[src/rtl/bre_pkg.sv]
// Shared types and constants for the binary range encoder.
package bre_pkg;

  localparam int PROB_BITS    = 11;
  localparam int RANGE_W      = 32;
  localparam int LOW_W        = RANGE_W + 1;
  localparam int PEND_W       = 32;
  localparam int CNT_W        = 3;

  localparam logic [CNT_W-1:0]   FLUSH_SHIFTS = CNT_W'(5);
  localparam logic [CNT_W-1:0]   NORM_GUARD   = CNT_W'(4);
  localparam logic [RANGE_W-1:0] TOP_LIMIT    = RANGE_W'(1) << 24;
  localparam logic [RANGE_W-1:0] RANGE_INIT   = '1;
  localparam logic [PEND_W-1:0]  PEND_INIT    = PEND_W'(1);
  localparam logic [PEND_W-1:0]  PEND_MAX     = '1;
  localparam logic [7:0]         BYTE_ALL_ONES = 8'hFF;

  localparam logic KIND_ENCODE = 1'b0;
  localparam logic KIND_FLUSH  = 1'b1;

  typedef struct packed {
    logic                 kind;
    logic                 bit_value;
    logic [PROB_BITS-1:0] probability;
  } item_t;

  typedef struct packed {
    logic [7:0]  lead_byte;
    logic [7:0]  fill_byte;
    logic [31:0] fill_count;
    logic        last;
  } result_t;

  typedef enum logic [2:0] {
    ST_IDLE,
    ST_MUL,
    ST_UPD,
    ST_NORM,
    ST_FIN
  } state_t;

  typedef struct packed {
    logic load;     // capture input item
    logic mul;      // register bound
    logic upd;      // apply coded bit
    logic shift;    // one normalization / low shift
    logic fin;      // release held record as last
    logic restart;  // return coder state to reset values
  } cmd_t;

  typedef struct packed {
    logic emit;        // next low shift emits a record
    logic hold_valid;  // a record waits in the hold register
    logic range_low;   // range below top limit
    logic out_busy;    // output register full and not taken
  } status_t;

endpackage

[src/rtl/bre_ctrl.sv]
// Controller state machine sequencing multiply, update, low shifts and release.
module bre_ctrl (
  input  logic             clk,
  input  logic             rst,
  input  logic             item_valid,
  input  logic             item_kind,
  output logic             item_ready,
  input  bre_pkg::status_t status,
  output bre_pkg::cmd_t    cmd
);
  import bre_pkg::*;

  state_t           state, state_next;
  logic [CNT_W-1:0] cnt, cnt_next;
  logic             flush, flush_next;
  logic             active;

  always_ff @(posedge clk) begin
    if (rst) begin
      state <= ST_IDLE;
      cnt   <= '0;
      flush <= 1'b0;
    end else begin
      state <= state_next;
      cnt   <= cnt_next;
      flush <= flush_next;
    end
  end

  assign active = (cnt != '0) && (flush || status.range_low);

  always_comb begin
    state_next = state;
    cnt_next   = cnt;
    flush_next = flush;
    cmd        = '0;
    item_ready = 1'b0;
    case (state)
      ST_IDLE: begin
        item_ready = 1'b1;
        if (item_valid) begin
          cmd.load   = 1'b1;
          flush_next = (item_kind == KIND_FLUSH);
          if (item_kind == KIND_FLUSH) begin
            cnt_next   = FLUSH_SHIFTS;
            state_next = ST_NORM;
          end else begin
            cnt_next   = NORM_GUARD;
            state_next = ST_MUL;
          end
        end
      end
      ST_MUL: begin
        cmd.mul    = 1'b1;
        state_next = ST_UPD;
      end
      ST_UPD: begin
        cmd.upd    = 1'b1;
        state_next = ST_NORM;
      end
      ST_NORM: begin
        if (active) begin
          // a new emission pushes the held record, which needs a free output slot
          if (!(status.emit && status.hold_valid && status.out_busy)) begin
            cmd.shift = 1'b1;
            cnt_next  = cnt - CNT_W'(1);
          end
        end else begin
          state_next = ST_FIN;
        end
      end
      ST_FIN: begin
        if (!(status.hold_valid && status.out_busy)) begin
          cmd.fin     = 1'b1;
          cmd.restart = flush;
          state_next  = ST_IDLE;
        end
      end
      default: state_next = ST_IDLE;
    endcase
  end

endmodule

[src/rtl/bre_datapath.sv]
// Coder state registers, bound multiplier, low shift and result staging.
module bre_datapath (
  input  logic             clk,
  input  logic             rst,
  input  bre_pkg::item_t   item,
  input  bre_pkg::cmd_t    cmd,
  output bre_pkg::status_t status,
  output logic             result_valid,
  input  logic             result_ready,
  output bre_pkg::result_t result
);
  import bre_pkg::*;

  logic [LOW_W-1:0]     low_acc;
  logic [RANGE_W-1:0]   range_width;
  logic [7:0]           cached_byte;
  logic [PEND_W-1:0]    pending_count;
  logic                 bit_q;
  logic [PROB_BITS-1:0] prob_q;
  logic [RANGE_W-1:0]   bound;
  result_t              hold;
  logic                 hold_valid;

  logic                 carry;
  logic                 emit;
  result_t              rec;
  logic [PEND_W-1:0]    pend_inc;

  assign carry = low_acc[LOW_W-1];
  // low[31:0] < 0xFF000000 exactly when its top byte is not all ones
  assign emit  = (low_acc[RANGE_W-1:RANGE_W-8] != BYTE_ALL_ONES) || carry;

  assign pend_inc = (pending_count == PEND_MAX) ? pending_count
                                                : pending_count + PEND_W'(1);

  always_comb begin
    rec.lead_byte  = cached_byte + {7'b0, carry};
    rec.fill_byte  = carry ? 8'h00 : BYTE_ALL_ONES;
    rec.fill_count = 32'(pending_count - PEND_W'(1));
    rec.last       = 1'b0;
  end

  assign status.emit       = emit;
  assign status.hold_valid = hold_valid;
  assign status.range_low  = (range_width < TOP_LIMIT);
  assign status.out_busy   = result_valid && !result_ready;

  always_ff @(posedge clk) begin
    if (cmd.load) begin
      bit_q  <= item.bit_value;
      prob_q <= (item.probability == '0) ? PROB_BITS'(1) : item.probability;
    end
    if (cmd.mul) begin
      bound <= RANGE_W'(range_width[RANGE_W-1:PROB_BITS]) * RANGE_W'(prob_q);
    end
  end

  always_ff @(posedge clk) begin
    if (rst || cmd.restart) begin
      low_acc       <= '0;
      range_width   <= RANGE_INIT;
      cached_byte   <= '0;
      pending_count <= PEND_INIT;
    end else if (cmd.upd) begin
      if (bit_q) begin
        low_acc     <= low_acc + {1'b0, bound};
        range_width <= range_width - bound;
      end else begin
        range_width <= bound;
      end
    end else if (cmd.shift) begin
      range_width <= {range_width[RANGE_W-9:0], 8'h00};
      low_acc     <= {1'b0, low_acc[RANGE_W-9:0], 8'h00};
      if (emit) begin
        cached_byte   <= low_acc[RANGE_W-1:RANGE_W-8];
        pending_count <= PEND_INIT;
      end else begin
        pending_count <= pend_inc;
      end
    end
  end

  // hold keeps the latest record until it is known whether another follows
  always_ff @(posedge clk) begin
    if (cmd.shift && emit) begin
      hold <= rec;
    end
  end

  always_ff @(posedge clk) begin
    if (rst) begin
      hold_valid <= 1'b0;
    end else if (cmd.shift && emit) begin
      hold_valid <= 1'b1;
    end else if (cmd.fin) begin
      hold_valid <= 1'b0;
    end
  end

  always_ff @(posedge clk) begin
    if (rst) begin
      result_valid <= 1'b0;
    end else if ((cmd.shift && emit && hold_valid) || (cmd.fin && hold_valid)) begin
      result_valid <= 1'b1;
    end else if (result_ready) begin
      result_valid <= 1'b0;
    end
  end

  // hold.last is always clear; the release marks the final record
  always_ff @(posedge clk) begin
    if (cmd.shift && emit && hold_valid) begin
      result <= hold;
    end else if (cmd.fin && hold_valid) begin
      result <= '{lead_byte: hold.lead_byte, fill_byte: hold.fill_byte,
                  fill_count: hold.fill_count, last: 1'b1};
    end
  end

endmodule

[src/rtl/binary_range_encoder_unit.sv]
// Binary range encoder: one item at a time, results through an output register.
// Encode item: capture, multiply, update, byte shifts while range is low (up to NORM_GUARD), end check, release.
// Flush item: capture, five low shifts, end check, release of the last record.
// The sequencer does one multiply, one update, then one shift per cycle unless the output register holds it.
// A full output register stalls the sequencer only when a record must move into it.
// rst (synchronous) sets low 0, range all ones, cache 0, pending 1, no result.
module binary_range_encoder_unit (
  input  logic             clk,
  input  logic             rst,
  input  logic             item_valid,
  output logic             item_ready,
  input  bre_pkg::item_t   item,
  output logic             result_valid,
  input  logic             result_ready,
  output bre_pkg::result_t result
);
  import bre_pkg::*;

  cmd_t    cmd;
  status_t status;

  bre_ctrl u_ctrl (
    .clk        (clk),
    .rst        (rst),
    .item_valid (item_valid),
    .item_kind  (item.kind),
    .item_ready (item_ready),
    .status     (status),
    .cmd        (cmd)
  );

  bre_datapath u_dp (
    .clk          (clk),
    .rst          (rst),
    .item         (item),
    .cmd          (cmd),
    .status       (status),
    .result_valid (result_valid),
    .result_ready (result_ready),
    .result       (result)
  );

endmodule

[config.mk]
export PLATFORM = sky130hd
export DESIGN_NAME = binary_range_encoder_unit
export DESIGN_NICKNAME = d
export VERILOG_FILES = /design/src/rtl/bre_pkg.sv /design/src/rtl/bre_ctrl.sv /design/src/rtl/bre_datapath.sv /design/src/rtl/binary_range_encoder_unit.sv
export SDC_FILE = /design/constraint.sdc
export NUM_CORES = 1
export LEC_CHECK = 0
export BUFFER_PORTS_ARGS = -buffer_cell sky130_fd_sc_hd__buf_2
export CAP_MARGIN = 40
export CORE_AREA = 2 2 206 208
export CTS_BUF_LIST = sky130_fd_sc_hd__clkbuf_8 sky130_fd_sc_hd__clkbuf_16
export DETAILED_ROUTE_END_ITERATION = 10
export DIE_AREA = 0 0 208 210
export PLACE_DENSITY = 0.67
export SLEW_MARGIN = 20
export SYNTH_ARGS = -nofsm -noshare
export SYNTH_HDL_FRONTEND = slang
export SYNTH_HIERARCHICAL = 1
export SYNTH_SLANG_ARGS = --single-unit
[constraint.sdc]
create_clock -name clk -period 6.01 [get_ports clk]
set_input_delay 0.601 -clock clk [delete_from_list [all_inputs] [get_ports clk]]
set_output_delay 0.601 -clock clk [all_outputs]
set_load 0.02 [all_outputs]
# Word-level counts from Yosys, hierarchy flattened
# Cells that the tools add are included.
# W data, S select, Z words.
[word_totals]
regBits = 255
[op_classes]
addsub = 6
multipliers = 1
n_lt_le_gt_ge = 1
n_eq_ne = 13
n_mux = 35
bitwise = 1
reduce_logical = 27
[ops]
columns = ["cell", "count"]
rows = [
  ["$mux W32", 5],
  ["$mux W33", 3],
  ["$mux W49", 2],
  ["$add A33 B32 Y33", 1],
  ["$add A32 B1 Y32 const B", 1],
  ["$eq A32 B32 Y1 const B", 1],
  ["$lt A32 B25 Y1 const B", 1],
  ["$mul A21 B11 Y32", 1],
  ["$sub A32 B1 Y32 const B", 1],
  ["$sub A32 B32 Y32", 1],
  ["$mux W3", 6],
  ["$pmux W3 S5", 1],
  ["$mux W1", 13],
  ["$logic_not A11 Y1", 1],
  ["$reduce_bool A2 Y1", 5],
  ["$reduce_and A3 Y1", 3],
  ["$add A8 B1 Y8", 1],
  ["$logic_and A1 B1 Y1", 8],
  ["$mux W8", 1],
  ["$ne A2 B2 Y1 const B", 4],
  ["$ne A8 B8 Y1 const B", 1],
  ["$eq A3 B2 Y1 const B", 2],
  ["$mux W2", 3],
  ["$ne A2 B1 Y1 const B", 3],
  ["other kinds (11)", 15],
]

# Longest topological paths before layout
[depth]
depth_word = 11
mapped_depth = 22
ltp_nobuf = 21

# Cells and area by module
# The synthesis kept the hierarchy.
[by_module_without_submodules]
columns = ["module", "instances", "cells_per_inst", "area_each_um2", "seq_area_each_um2"]
rows = [
  ["bre_datapath", 1, 2104, 19696.4, 5955.7],
  ["bre_ctrl", 1, 54, 459.2, 140.1],
]

# Worst setup path after synthesis
# OpenSTA, ideal clock, no wires.
[synth_timing]
path_type = "reg2reg"
from = "reg u_dp.range_width[25]"
to = "reg u_dp.bound[30] (data pin)"
setup_time_ns = 0.265
t_arrival_ns = 5.416
setup_slack_ns = 0.329
path_stages_with_launch = 19
period_less_slack_ns = 5.681
cell_sequence = "dfxtp_1 > clkbuf_1 > nand2_1 > fa_1 > fa_1 > inv_1 > fa_1 > fa_1 > fa_1 > ha_1 > a21o_1 > a21oi_1 > o21ai_0 > a311o_1 > a31o_2 > a21o_1 > a211oi_1 > o21ai_0 > xor2_1"
[synth_between]
elab_chain_cells = 1
[synth_lines]
columns = ["element", "line", "text"]
rows = [
  ["start, declared", "bre_datapath.sv:15", "logic [RANGE_W-1:0] range_width;"],
  ["start signal, assigned", "bre_datapath.sv:67", "range_width <= range_width - bound;"],
  ["start signal, assigned", "bre_datapath.sv:69", "range_width <= bound;"],
  ["start signal, assigned", "bre_datapath.sv:72", "range_width <= {range_width[RANGE_W-9:0], 8'h00};"],
  ["$mul A21 B11 Y32", "bre_datapath.sv:54", "bound <= RANGE_W'(range_width[RANGE_W-1:PROB_BITS]) * RANGE_W'(prob_q);"],
  ["end signal, assigned", "bre_datapath.sv:54", ""],
  ["end, declared", "bre_datapath.sv:20", "logic [RANGE_W-1:0] bound;"],
]
# No other way between the ends.
# A chain may end at the register's enable or synchronous reset.

# Worst setup path in the final report
[layout_timing]
from = "reg u_dp.prob_q[2]"
to = "reg u_dp.bound[30] (data pin)"
[layout_between]
elab_chain_cells = 1
[layout_lines]
columns = ["element", "line", "text"]
rows = [
  ["start, declared", "bre_datapath.sv:19", "logic [PROB_BITS-1:0] prob_q;"],
  ["start signal, assigned", "bre_datapath.sv:51", "prob_q <= (item.probability == '0) ? PROB_BITS'(1) : item.probability;"],
  ["$mul A21 B11 Y32", "bre_datapath.sv:54", ""],
]
# No other way between the ends.

==> run summary <==
Antenna cells: 0
Initial antenna violation count: 0
Fin nets: 2,544
Final setup viols: 0
Worst EP arrival: 6.15 ns
Top FF cell, synth: edfxtp_1
Final HPWL DP: 37,800 um
Vias in the first global route: 15,700
WHS: 0.224 ns
RR Startpoint: u_dp/prob_q[2]$_SDFFCE_PN0P_
Starting Density: 0.486
Worst-path cell chain: buf_4, nand2_1, fa_1, fa_1, inv_1, fa_1, fa_1, inv_1, fa_1, inv_1, ha_1, o211ai_1, a21oi_2, o21ai_0, o21ai_0, buf_4, a31o_2, a21o_1, a211oi_1, buf_4, o21ai_0, xor2_1
Post-synth EDFFs: 127
First-pass GRT wire length: 81,500 um
Relative slew margins: 0.437
Area contributors post-synth: edfxtp_1, fa_1, dfxtp_1
Post-Syn Instances: 2,158
Syn nets: 2,486
Port bufs: 67
Die Ht: 210 um
Total number of vias: 15,600
Vias/cell: 5.63
CTS clk-pin slew, worst paths: 0.06 ns
Slew @ Worst Pin: 0.843 ns
Post-Syn Area: 20,200 um^2
Largest net degree at the start of global routing: 50
Slowest cell on crit path: fa_1
Core Region: 41,500 um^2
Global route overflow: 0
Worst setup path startpoint: u_dp/prob_q[2]$_SDFFCE_PN0P_
Wire per inst: 18.1 um
WP data required: 6.31 ns
Asr flop ratio synth: 0
Initial drt markers: 994
H-tree levels: 1
Number of synthesis warnings: 6
Crit-path max FO: 6
# DRC: 0
1st-pass router iterations: 5
CTS root buffer: clkbuf_16
Final Cycle Share: 0.973
Most frequent CP cell: fa_1
GPL Wtd Cong: 0.878
Top-count cell post-synth: nand2_1
Area Growth Syn to Fin: 11.0%
Total Wirelength: 50,200 um
GRT Util Overall: 0.229
Post-synthesis register bit count: 241
Maxcap violations: 0
Critical path startpoint category: flop
ANT nets after route: 0
Count of pins over their slew limit: 0
Post-layout min period: 5.85 ns
# hold bufs at CTS: 0
Clock Sink Count: 241
Layout Skew: 0.0241 ns
Rows: 75
Clock latency on the worst-skew pair: 0.58 ns
Status: finished clean
TritonCTS clock tree: done
Share of the synthesized area in the top cell type: 0.189
Die area: 43,700 um^2
Fraction of layout cells with a size suffix above 1: 0.110
Hold Startpoint: item[4]
CP endpoint kind: flop
Max stage delay on crit path: 0.55 ns
F_max: 0.171 GHz
Max Root-Sink Buffers: 3
Crit path kind: flop to flop
Sequential share of the synthesized area: 0.302
Final Hold Viols: 0
Avg Cell Area, Syn: 9.34 um^2
Inserted Clock Buffers: 28
Num ports: 68
Worst hold path type: input port to flop
Yosys top cell by area: edfxtp_1
Die W: 208 um
Synth unique cells: 74
Post-synth top cells: nand2_1, inv_1, fa_1
layer usage:
layer | GRT usage | part of all wire
met5 | 0 | 0
met4 | 0.0545 | 0.020
met1 | 0.306 | 0.45
met3 | 0.0314 | 0.052
met2 | 0.397 | 0.48
cell usage in the layout, fill, tap and decap left out, drive strengths merged, types with 10 or more instances in the layout:
master / n
mux2i: 29
dfxtp: 114
o21ai: 72
nand2: 272
nand2b: 13
a21o: 45
or3: 15
ha: 139
a31oi: 15
a211oi: 32
clkinv: 14
buf: 148
clkbuf: 28
inv: 229
o211ai: 13
fa: 172
and2: 111
xnor2: 60
nor2: 101
nor3: 35
a21oi: 123
nor4: 10
nand3: 43
nor2b: 17
and3: 15
xor2: 66
nand4: 16
a22oi: 25
edfxtp: 127
stage by stage:
stage | area, um^2 | cells | setup WS [ns] | util | setup TNS [ns]
floorplan | 20200 | 2158 | 0.329 | - | 0
global placement | 21200 | 2710 | 0.146 | 0.511 | 0
detailed placement | 21200 | 2712 | 0.0830 | 0.512 | 0
CTS | 22200 | 2764 | 0.0782 | 0.536 | 0
global route | 22400 | 2777 | -0.00505 | 0.540 | -0.00505
finish | 22400 | 2777 | 0.160 | 0.540 | 0
path summary, 6_finish.rpt:
path,end,slack [ns],cells past startpoint
worst max-delay path,u_dp/bound[30]$_DFFE_PP_,0.16,22
worst min-delay path,u_dp/prob_q[4]$_SDFFCE_PN0P_,0.22,1
worst max register to register,u_dp/bound[30]$_DFFE_PP_,0.16,22
worst min register to register,u_dp/result[28]$_DFFE_PP_,0.42,0
area by class of cell:
cell class | count | area (um^2)
Tap cell | 539 | 674
Clock inverter | 24 | 310
Timing Repair Buffer | 148 | 976
Sequential cell | 241 | 6100
Inverter | 227 | 852
Fill cell | 3742 | 19100
Clock buffer | 28 | 701
Multi-Input combinational cell | 1570 | 12800
kinds of logic (layout without fill, tap and decap cells):
group | count (synthesis) | in the layout | synth area share
AO/OA/AOI/OAI | 417 | 417 | 0.136
XOR/XNOR | 126 | 126 | 0.0548
adder cells (fa/ha/maj) | 311 | 311 | 0.257
buffers and inverters | 347 | 427 | 0.0671
flip-flops | 241 | 241 | 0.302
multiplexers | 31 | 31 | 0.0155
AND/OR/NAND/NOR | 685 | 685 | 0.167
state kept, by name, indices dropped and copies added, names as in the netlist:
| signal | cells |
|---|---|
| u_dp/range_width | 32 |
| u_dp/bit_q | 1 |
| u_dp/cached_byte | 8 |
| u_dp/low_acc | 33 |
| u_dp/prob_q | 11 |
| u_ctrl/state | 3 |
| u_ctrl/cnt | 3 |
| u_dp/result | 42 |
| u_dp/result_valid | 1 |
| u_dp/bound | 32 |
| u_dp/pending_count | 32 |
| u_ctrl/flush | 1 |
| u_dp/hold_valid | 1 |
| u_dp/hold | 41 |
critical path: cells and delay by family, from the launching register on:
family	cells	cell delay [ns]
XOR/XNOR	1	0.16
adder cells (fa/ha/maj)	6	2.80
AO/OA/AOI/OAI	8	1.42
AND/OR/NAND/NOR	1	0.08
buffers and inverters	6	0.67
flip-flops	1	0.44
what timing repair did:
action,in CTS,in global routing
setup endpoints to repair,0,7
buffers inserted,0,10
gates resized for setup,0,17
Power is left out: the tool's default activity adds up to more than one toggle a clock period on the data nets, which glitch-free logic cannot reach.
